### config.mk
export PLATFORM = sky130hd
export DESIGN_NAME = k_way_sorted_stream_merge
export DESIGN_NICKNAME = d
export VERILOG_FILES = /design/src/hdl/kwm_pkg.sv /design/src/hdl/kwm_cell.sv /design/src/hdl/k_way_sorted_stream_merge.sv
export SDC_FILE = /design/constraint.sdc
export NUM_CORES = 2
export LEC_CHECK = 0
export ABC_CLOCK_PERIOD_IN_PS = 8600
export BUFFER_PORTS_ARGS = -buffer_cell sky130_fd_sc_hd__buf_4
export CAP_MARGIN = 25
export CORE_MARGIN = 8
export CORE_UTILIZATION = 50
export CTS_BUF_LIST = sky130_fd_sc_hd__clkbuf_16
export DETAILED_ROUTE_END_ITERATION = 8
export PLACE_DENSITY_LB_ADDON = 0.15
export SYNTH_ARGS = -nofsm -noshare
export SYNTH_HDL_FRONTEND = slang
export SYNTH_SLANG_ARGS = --single-unit
### constraint.sdc
create_clock -name aclk -period 8.6 [get_ports aclk]
set_input_delay 0.86 -clock aclk [delete_from_list [all_inputs] [get_ports aclk]]
set_output_delay 0.86 -clock aclk [all_outputs]
set_load 0.02 [all_outputs]
### src/hdl/kwm_pkg.sv
package kwm_pkg;

    // field widths fixed by the stream format
    localparam int VAL_W = 16;
    localparam int ID_W  = 3;
    localparam int CFG_W = 4;

    // index width in the compare chain, covers the largest row of 64 cells
    localparam int IDX_W = 6;

    // result status codes
    localparam logic [1:0] STAT_ELEM       = 2'd0;
    localparam logic [1:0] STAT_REJECT     = 2'd1;
    localparam logic [1:0] STAT_EMPTY_DONE = 2'd2;

    // per-cell command from the controller
    typedef struct packed {
        logic clear;
        logic push;
        logic mark_end;
        logic pop;
    } kwm_cmd_t;

    // per-cell status back to the controller
    typedef struct packed {
        logic full;
        logic ended;
    } kwm_stat_t;

    // running minimum handed from cell to cell
    typedef struct packed {
        logic                    any;
        logic                    ready;
        logic signed [VAL_W-1:0] best_val;
        logic [IDX_W-1:0]        best_idx;
    } kwm_link_t;

endpackage

### src/hdl/kwm_cell.sv
module kwm_cell #(
    parameter int FIFO_DEPTH = 8,
    parameter int INDEX      = 0
) (
    input  logic                             aclk,
    input  logic                             aresetn,
    input  logic                             active,
    input  kwm_pkg::kwm_cmd_t                cmd,
    input  logic signed [kwm_pkg::VAL_W-1:0] push_value,
    input  kwm_pkg::kwm_link_t               link_in,
    output kwm_pkg::kwm_link_t               link_out,
    output kwm_pkg::kwm_stat_t               stat
);

    localparam int PW = $clog2(FIFO_DEPTH);
    localparam int FW = $clog2(FIFO_DEPTH + 1);

    logic [PW-1:0] rd_ptr_reg;
    logic [PW-1:0] wr_ptr_reg;
    logic [FW-1:0] fill_reg;
    logic          ended_reg;
    logic signed [kwm_pkg::VAL_W-1:0] head_reg;
    logic signed [kwm_pkg::VAL_W-1:0] store_mem [FIFO_DEPTH];

    logic [PW-1:0] rd_inc;
    logic [PW-1:0] wr_inc;
    logic [PW-1:0] rd_addr;

    kwm_pkg::kwm_link_t link_next;
    kwm_pkg::kwm_link_t link_reg;

    // pointer wrap
    assign rd_inc  = (rd_ptr_reg == PW'(FIFO_DEPTH - 1)) ? '0 : rd_ptr_reg + 1'b1;
    assign wr_inc  = (wr_ptr_reg == PW'(FIFO_DEPTH - 1)) ? '0 : wr_ptr_reg + 1'b1;
    assign rd_addr = cmd.pop ? rd_inc : rd_ptr_reg;

    // fifo control state
    always_ff @(posedge aclk) begin
        if (!aresetn || cmd.clear) begin
            rd_ptr_reg <= '0;
            wr_ptr_reg <= '0;
            fill_reg   <= '0;
            ended_reg  <= 1'b0;
        end else begin
            if (cmd.push) begin
                wr_ptr_reg <= wr_inc;
                fill_reg   <= fill_reg + 1'b1;
            end
            if (cmd.pop) begin
                rd_ptr_reg <= rd_inc;
                fill_reg   <= fill_reg - 1'b1;
            end
            if (cmd.mark_end) begin
                ended_reg <= 1'b1;
            end
        end
    end

    // element store, head held in a registered read
    always_ff @(posedge aclk) begin
        if (cmd.push) begin
            store_mem[wr_ptr_reg] <= push_value;
        end
        if (cmd.push && fill_reg == '0) begin
            head_reg <= push_value;
        end else begin
            head_reg <= store_mem[rd_addr];
        end
    end

    // fold own head into the running minimum, lower index wins ties; an empty cell not yet ended clears ready
    always_comb begin
        link_next = link_in;
        if (active) begin
            if (fill_reg == '0) begin
                if (!ended_reg) begin
                    link_next.ready = 1'b0;
                end
            end else if (!link_in.any || head_reg < link_in.best_val) begin
                link_next.any      = 1'b1;
                link_next.best_val = head_reg;
                link_next.best_idx = kwm_pkg::IDX_W'(INDEX);
            end
        end
    end

    // chain stage register
    always_ff @(posedge aclk) begin
        link_reg <= link_next;
    end

    assign link_out   = link_reg;
    assign stat.full  = (fill_reg == FW'(FIFO_DEPTH));
    assign stat.ended = ended_reg;

endmodule

### src/hdl/k_way_sorted_stream_merge.sv
// channel   | direction | tdata (low bit up)                 | tuser / tlast
// s_*       | in        | list_id[2:0] value[18:3] pad       | tuser = is_end
// m_*       | out       | merged_value[15:0] source_list     | tuser = status, merge_done
//           |           | [18:16] pad                        | tlast = last_of_run
// cfg_*     | in        | cfg_wr_data = lists_in_use         | written when cfg_wr_en
//
// an item is accepted in ST_IDLE, then runs one selection pass (ST_SWEEP, then ST_DECIDE)
// per emitted element and one final pass that finds nothing more to emit; the sweep
// length is set by the registered compare chain running through the cells
// a completed merge that holds a reject sends it, then a trailing empty-done beat from ST_FIN
// reset and a configuration write both empty every list fifo and end flag
// the result register lets the next item in while a beat waits on m_tready

module k_way_sorted_stream_merge #(
    parameter int LISTS      = 8,
    parameter int FIFO_DEPTH = 8
) (
    input  logic        aclk,
    input  logic        aresetn,
    input  logic        s_tvalid,
    output logic        s_tready,
    input  logic [23:0] s_tdata,    // list_id[2:0], value[18:3], zero pad
    input  logic        s_tuser,    // is_end
    output logic        m_tvalid,
    input  logic        m_tready,
    output logic [23:0] m_tdata,    // merged_value[15:0], source_list[18:16], zero pad
    output logic        m_tlast,
    output logic [2:0]  m_tuser,    // status[1:0], merge_done[2]
    input  logic        cfg_wr_en,
    input  logic [3:0]  cfg_wr_data
);

    localparam int NW = $clog2(LISTS + 1);
    localparam int IW = $clog2(LISTS);
    localparam int VW = kwm_pkg::VAL_W;
    localparam int DW = kwm_pkg::ID_W;

    localparam logic [1:0] ST_IDLE   = 2'd0;
    localparam logic [1:0] ST_SWEEP  = 2'd1;
    localparam logic [1:0] ST_DECIDE = 2'd2;
    localparam logic [1:0] ST_FIN    = 2'd3;

    // input beat fields
    logic [DW-1:0]        s_id;
    logic signed [VW-1:0] s_value;
    assign s_id    = s_tdata[2:0];
    assign s_value = s_tdata[18:3];

    // configuration register and clamp
    logic [kwm_pkg::CFG_W-1:0] cfg_reg;
    logic [NW-1:0]             n_act;

    always_ff @(posedge aclk) begin
        if (!aresetn) begin
            cfg_reg <= kwm_pkg::CFG_W'(8);
        end else if (cfg_wr_en) begin
            cfg_reg <= cfg_wr_data;
        end
    end

    always_comb begin
        if (cfg_reg == '0) begin
            n_act = NW'(1);
        end else if (32'(cfg_reg) > LISTS) begin
            n_act = NW'(LISTS);
        end else begin
            n_act = NW'(cfg_reg);
        end
    end

    // controller registers
    logic [1:0]           state_reg, state_next;
    logic [IW-1:0]        cnt_reg, cnt_next;
    logic                 pend_valid_reg, pend_valid_next;
    logic                 pend_elem_reg, pend_elem_next;
    logic signed [VW-1:0] pend_val_reg, pend_val_next;
    logic [DW-1:0]        pend_src_reg, pend_src_next;
    logic [DW-1:0]        id_reg, id_next;
    logic                 m_valid_reg, m_valid_next;
    logic signed [VW-1:0] m_val_reg, m_val_next;
    logic [DW-1:0]        m_src_reg, m_src_next;
    logic [1:0]           m_status_reg, m_status_next;
    logic                 m_done_reg, m_done_next;
    logic                 m_last_reg, m_last_next;

    // cell row
    kwm_pkg::kwm_stat_t cell_stat [LISTS];
    kwm_pkg::kwm_cmd_t  cell_cmd  [LISTS];
    kwm_pkg::kwm_link_t link      [LISTS + 1];
    kwm_pkg::kwm_link_t chain_out;
    logic [LISTS-1:0]   act_vec;

    logic          in_acc;
    logic [IW-1:0] sidx;
    logic          in_range;
    logic          sel_full;
    logic          sel_ended;
    logic          do_push;
    logic          do_end;
    logic          rejected;
    logic          do_pop;
    logic          rearm;
    logic          out_free;
    logic          emit;
    logic          complete;

    logic                 ld;
    logic signed [VW-1:0] ld_val;
    logic [DW-1:0]        ld_src;
    logic [1:0]           ld_status;
    logic                 ld_done;
    logic                 ld_last;

    assign link[0]   = '{any: 1'b0, ready: 1'b1, best_val: '0, best_idx: '0};
    assign chain_out = link[LISTS];

    genvar gi;
    generate
        for (gi = 0; gi < LISTS; gi++) begin : g_cell
            assign act_vec[gi]           = (NW'(gi) < n_act);
            assign cell_cmd[gi].clear    = cfg_wr_en || rearm;
            assign cell_cmd[gi].push     = do_push && (sidx == IW'(gi));
            assign cell_cmd[gi].mark_end = do_end && (sidx == IW'(gi));
            assign cell_cmd[gi].pop      = do_pop &&
                                           (chain_out.best_idx == kwm_pkg::IDX_W'(gi));

            kwm_cell #(
                .FIFO_DEPTH (FIFO_DEPTH),
                .INDEX      (gi)
            ) u_cell (
                .aclk       (aclk),
                .aresetn    (aresetn),
                .active     (act_vec[gi]),
                .cmd        (cell_cmd[gi]),
                .push_value (s_value),
                .link_in    (link[gi]),
                .link_out   (link[gi + 1]),
                .stat       (cell_stat[gi])
            );
        end
    endgenerate

    // input beat decode
    assign s_tready  = (state_reg == ST_IDLE);
    assign in_acc    = s_tvalid && s_tready;
    assign sidx      = IW'(s_id);
    assign in_range  = (32'(s_id) < 32'(n_act));
    assign sel_full  = cell_stat[sidx].full;
    assign sel_ended = cell_stat[sidx].ended;
    assign do_end    = in_acc && in_range && s_tuser && !sel_ended;
    assign do_push   = in_acc && in_range && !s_tuser && !sel_ended && !sel_full;
    assign rejected  = !in_range || sel_ended || (!s_tuser && sel_full);

    assign out_free = !m_valid_reg || m_tready;
    assign emit     = chain_out.any && chain_out.ready;
    assign complete = chain_out.ready && !chain_out.any;

    // sequencer: sweep the chain, hold one result back to place the done flag
    always_comb begin
        state_next      = state_reg;
        cnt_next        = cnt_reg;
        pend_valid_next = pend_valid_reg;
        pend_elem_next  = pend_elem_reg;
        pend_val_next   = pend_val_reg;
        pend_src_next   = pend_src_reg;
        id_next         = id_reg;
        do_pop          = 1'b0;
        rearm           = 1'b0;
        ld              = 1'b0;
        ld_val          = pend_val_reg;
        ld_src          = pend_src_reg;
        ld_status       = pend_elem_reg ? kwm_pkg::STAT_ELEM : kwm_pkg::STAT_REJECT;
        ld_done         = 1'b0;
        ld_last         = 1'b0;

        case (state_reg)
            ST_IDLE: begin
                if (in_acc) begin
                    pend_valid_next = rejected;
                    pend_elem_next  = 1'b0;
                    pend_val_next   = s_value;
                    pend_src_next   = s_id;
                    id_next         = s_id;
                    cnt_next        = '0;
                    state_next      = ST_SWEEP;
                end
            end
            ST_SWEEP: begin
                if (cnt_reg == IW'(LISTS - 1)) begin
                    state_next = ST_DECIDE;
                end else begin
                    cnt_next = cnt_reg + 1'b1;
                end
            end
            ST_DECIDE: begin
                if (out_free) begin
                    if (emit) begin
                        ld              = pend_valid_reg;
                        pend_valid_next = 1'b1;
                        pend_elem_next  = 1'b1;
                        pend_val_next   = chain_out.best_val;
                        pend_src_next   = chain_out.best_idx[DW-1:0];
                        do_pop          = 1'b1;
                        cnt_next        = '0;
                        state_next      = ST_SWEEP;
                    end else if (complete) begin
                        rearm           = 1'b1;
                        pend_valid_next = 1'b0;
                        ld              = 1'b1;
                        if (pend_valid_reg && pend_elem_reg) begin
                            ld_done    = 1'b1;
                            ld_last    = 1'b1;
                            state_next = ST_IDLE;
                        end else if (pend_valid_reg) begin
                            state_next = ST_FIN;
                        end else begin
                            ld_val     = '0;
                            ld_src     = id_reg;
                            ld_status  = kwm_pkg::STAT_EMPTY_DONE;
                            ld_done    = 1'b1;
                            ld_last    = 1'b1;
                            state_next = ST_IDLE;
                        end
                    end else begin
                        ld              = pend_valid_reg;
                        ld_last         = 1'b1;
                        pend_valid_next = 1'b0;
                        state_next      = ST_IDLE;
                    end
                end
            end
            ST_FIN: begin
                if (out_free) begin
                    ld         = 1'b1;
                    ld_val     = '0;
                    ld_src     = id_reg;
                    ld_status  = kwm_pkg::STAT_EMPTY_DONE;
                    ld_done    = 1'b1;
                    ld_last    = 1'b1;
                    state_next = ST_IDLE;
                end
            end
            default: begin
                state_next = ST_IDLE;
            end
        endcase
    end

    // result register
    always_comb begin
        m_valid_next  = m_valid_reg;
        m_val_next    = m_val_reg;
        m_src_next    = m_src_reg;
        m_status_next = m_status_reg;
        m_done_next   = m_done_reg;
        m_last_next   = m_last_reg;
        if (m_valid_reg && m_tready) begin
            m_valid_next = 1'b0;
        end
        if (ld) begin
            m_valid_next  = 1'b1;
            m_val_next    = ld_val;
            m_src_next    = ld_src;
            m_status_next = ld_status;
            m_done_next   = ld_done;
            m_last_next   = ld_last;
        end
    end

    // control state
    always_ff @(posedge aclk) begin
        if (!aresetn) begin
            state_reg      <= ST_IDLE;
            cnt_reg        <= '0;
            pend_valid_reg <= 1'b0;
            m_valid_reg    <= 1'b0;
        end else begin
            state_reg      <= state_next;
            cnt_reg        <= cnt_next;
            pend_valid_reg <= pend_valid_next;
            m_valid_reg    <= m_valid_next;
        end
    end

    // payload
    always_ff @(posedge aclk) begin
        pend_elem_reg <= pend_elem_next;
        pend_val_reg  <= pend_val_next;
        pend_src_reg  <= pend_src_next;
        id_reg        <= id_next;
        m_val_reg     <= m_val_next;
        m_src_reg     <= m_src_next;
        m_status_reg  <= m_status_next;
        m_done_reg    <= m_done_next;
        m_last_reg    <= m_last_next;
    end

    assign m_tvalid = m_valid_reg;
    assign m_tdata  = {5'b0, m_src_reg, m_val_reg};
    assign m_tlast  = m_last_reg;
    assign m_tuser  = {m_done_reg, m_status_reg};

endmodule

==> metrics.txt <==
first-pass GRT wire length 205 mm; Netlist Area Pre-Place 59300 µm²; RSZ-0062 raised after global routing no; final setup vio count 0; Starting DRT DRC Count 2713; clk buf depth 3; cells on worst reg2reg path 11; Seq pwr share 53.4%; clk sink count 1458; final period utilization 50.0%; die span in y 360 µm; pwr/cell area 214 nW/µm²; hold_buf cts 0; Max Slew Vio Count 0; vias per cell 5.57; Clock Skew 40.1 ps; Top Ports 64; Post-synth top flop edfxtp_1; max cap viols 0; hold depth 1; Max Freq 0.233 GHz; status finished, violations left; PostCTS Resize Cnt 0; Post-route DRC 0; Max H-tree Level 4; core area 118000 µm²; clk root buf clkbuf_16; hold_ws 380 ps; Final HPWL DP 82.1 mm; largest net degree at the start of global routing 81; hold path start s_tdata[2]; Comb power frac 2.0%; failing checks antenna violations; GR Overflow Total 0; post-synthesis cell count 4353; Switching Fraction 20.5%; chip width 360 µm; final WL 136 mm; Max Fanout on Critical Path 16; Critical Path Source Type register; synth unique cells 77; gr usage total 20.5%; CTS tree built; Nets 4660; Seq cells post-synth 1458; Post-DRT Antenna Nets 1; ys async rst share 0%; Ys Warns 0; internal power 11.3 mW; max reg flops 1024; CP Launch Point cfg_reg[3]; Die Area 130000 µm²; Worst Max-Slew Pin Slew 1120 ps; TNS Setup 0 ps; IO Port Bufs 53; total leakage power 23.1 nW; min cycle time layout 4300 ps; relative slew slack 25.0%; number of hold violations in the final report 0; post-CTS setup buffers 0; initial antenna violation count 7; critical path data required time 8970 ps; Storage cell area 39900 µm²; multi-input logic area 18200 µm²; GPL Wtd Cong 0.843; Clock Latency Late Sink 760 ps; r2r startpoint cfg_reg[3]; Clock transition at path regs 60 ps; Core Rows 126; vias in the first global route 33.1k; clock buffer count from CTS 152; Net Sw Power 2.92 mW; worst path arrival time 4660 ps; sequential area share after synthesis 67.3%; EDFF count, synth 1070; routed len/inst 22.2 µm; drt first pass iters 7; layout cell share with drive strength beyond 1 15.4%; CP Class reg -> reg; endpoint class of the critical path register; via count 34.2k; Mean Syn Cell Area 13.6 µm²; maximum VDD drop 0.000181 V; worst hold path class in -> reg; Initial Utilization 50.3%; Layout area overhead 12.4%; Clk pwr share 44.6%; Filler Cell Count 9416; Pwr Total 14.2 mW
## power by group through the flow
stage          clock [mW]  sequential [mW]  combinational (mW)
2_1_floorplan           0             7.74               0.133
3_3_place_gp            0             7.76               0.286
3_5_place_dp            0             7.76               0.293
4_1_cts              6.47             7.61               0.294
5_1_grt              6.76             7.61               0.316
6_report             6.35             7.61               0.290
## metal layers
| layer | wire, µm | global-route usage [%] | vias up |
|---|---|---|---|
| met4 | 3020 | 5.51 | 0 |
| met1 | 61900 | 29.2 | 16700 |
| met5 | 0 | 0 | - |
| li1 | - | - | 16400 |
| met2 | 63100 | 32.5 | 886 |
| met3 | 8070 | 3.48 | 186 |
## final timing paths
path / to / slack, ps
max: g_cell[3].u_cell.store_mem[7][6] / 4300
min: id_reg[2] / 380
max reg2reg: g_cell[3].u_cell.store_mem[7][6] / 4300
min reg2reg: g_cell[7].u_cell.link_out[0] / 400
## cells in the mapped netlist, types with 6 or more instances
master | number | share of area, %
edfxtp_1 | 1070 | 54
nand2_1 | 468 | 3.0
dfxtp_1 | 388 | 13
nor2_1 | 354 | 2.2
mux2i_1 | 271 | 4.6
mux2_2 | 233 | 4.4
ha_1 | 157 | 3.3
a21oi_1 | 133 | 1.1
inv_1 | 129 | 0.82
a221o_1 | 119 | 2.0
o21ai_1 | 116 | 0.98
o22ai_1 | 103 | 1.1
clkbuf_1 | 90 | 0.57
buf_2 | 65 | 0.55
nor3_1 | 65 | 0.55
o21ai_0 | 58 | 0.49
nor2b_1 | 50 | 0.53
a21o_1 | 49 | 0.62
nand3_1 | 42 | 0.35
nand2b_1 | 40 | 0.42
a31oi_1 | 27 | 0.28
and2_1 | 24 | 0.25
buf_4 | 24 | 0.30
buf_6 | 21 | 0.40
nand4_1 | 19 | 0.20
o211ai_1 | 19 | 0.24
a22oi_1 | 17 | 0.22
xor2_1 | 17 | 0.25
nor4_1 | 16 | 0.17
a221oi_1 | 15 | 0.22
buf_1 | 12 | 0.076
or2_2 | 11 | 0.12
nor3b_1 | 10 | 0.13
or4_1 | 10 | 0.13
fa_1 | 8 | 0.27
a21boi_0 | 7 | 0.089
nor4_4 | 7 | 0.25
xnor2_1 | 7 | 0.10
nor2_2 | 6 | 0.063
o21a_1 | 6 | 0.076
or3_1 | 6 | 0.063
## worst max-delay path, cell delays in order, from the launching register on
cell and delay [ps]:
dfxtp_1 600, inv_1 170, nand2_1 100, ha_1 240, a211o_1 290, a31oi_1 240, o311ai_4 240, buf_4 290
or4_4 680, inv_1 140, nand2_1 130, nor2_2 750
## cell families (layout without fill, tap and decap cells)
family          Yosys count  in the layout  share of synthesized area, %
flops                  1458           1458                          67.3
simple gates           1146           1146                          8.75
compound gates          698            698                          7.88
mux                     518            518                          9.40
buf+inv                 343            573                          2.75
fa+ha+maj               165            165                          3.58
xor+xnor                 24             24                         0.354
other cells               1             11                       0.00632
## per-stage QoR
stage          instances  util (%)  setup WS, ps  instance area (µm²)
4_1_cts             6120      56.4          4260                66600
5_1_grt             6123      56.5          4030                66600
3_5_place_dp        5840      52.3          4000                61700
3_3_place_gp        5833      52.3          4060                61600
6_report            6129      56.5          4300                66600
2_1_floorplan       4357         -          3900                59300
## placed cells by master (no fill, tap or decap), types with 130 or more instances in the layout
| cell | netlist | final |
|---|---|---|
| nand2_1 | 468 | 466 |
| mux2i_1 | 271 | 270 |
| mux2_2 | 233 | 234 |
| dfxtp_1 | 388 | 388 |
| ha_1 | 157 | 157 |
| a21oi_1 | 133 | 130 |
| buf_4 | 24 | 155 |
| clkbuf_16 | 0 | 155 |
| inv_1 | 129 | 173 |
| nor2_1 | 354 | 349 |
| edfxtp_1 | 1070 | 1070 |
## final cells by class
cell class,count,area share [%]
inverter,129,0.727
tap,1536,2.88
timing repair buffer,164,1.95
clock buffer,155,5.82
clock inverter,125,1.48
sequential,1458,59.9
antenna,6,0.0225
multi-input combinational,2556,27.2
Power figures use the tool's default switching activity.
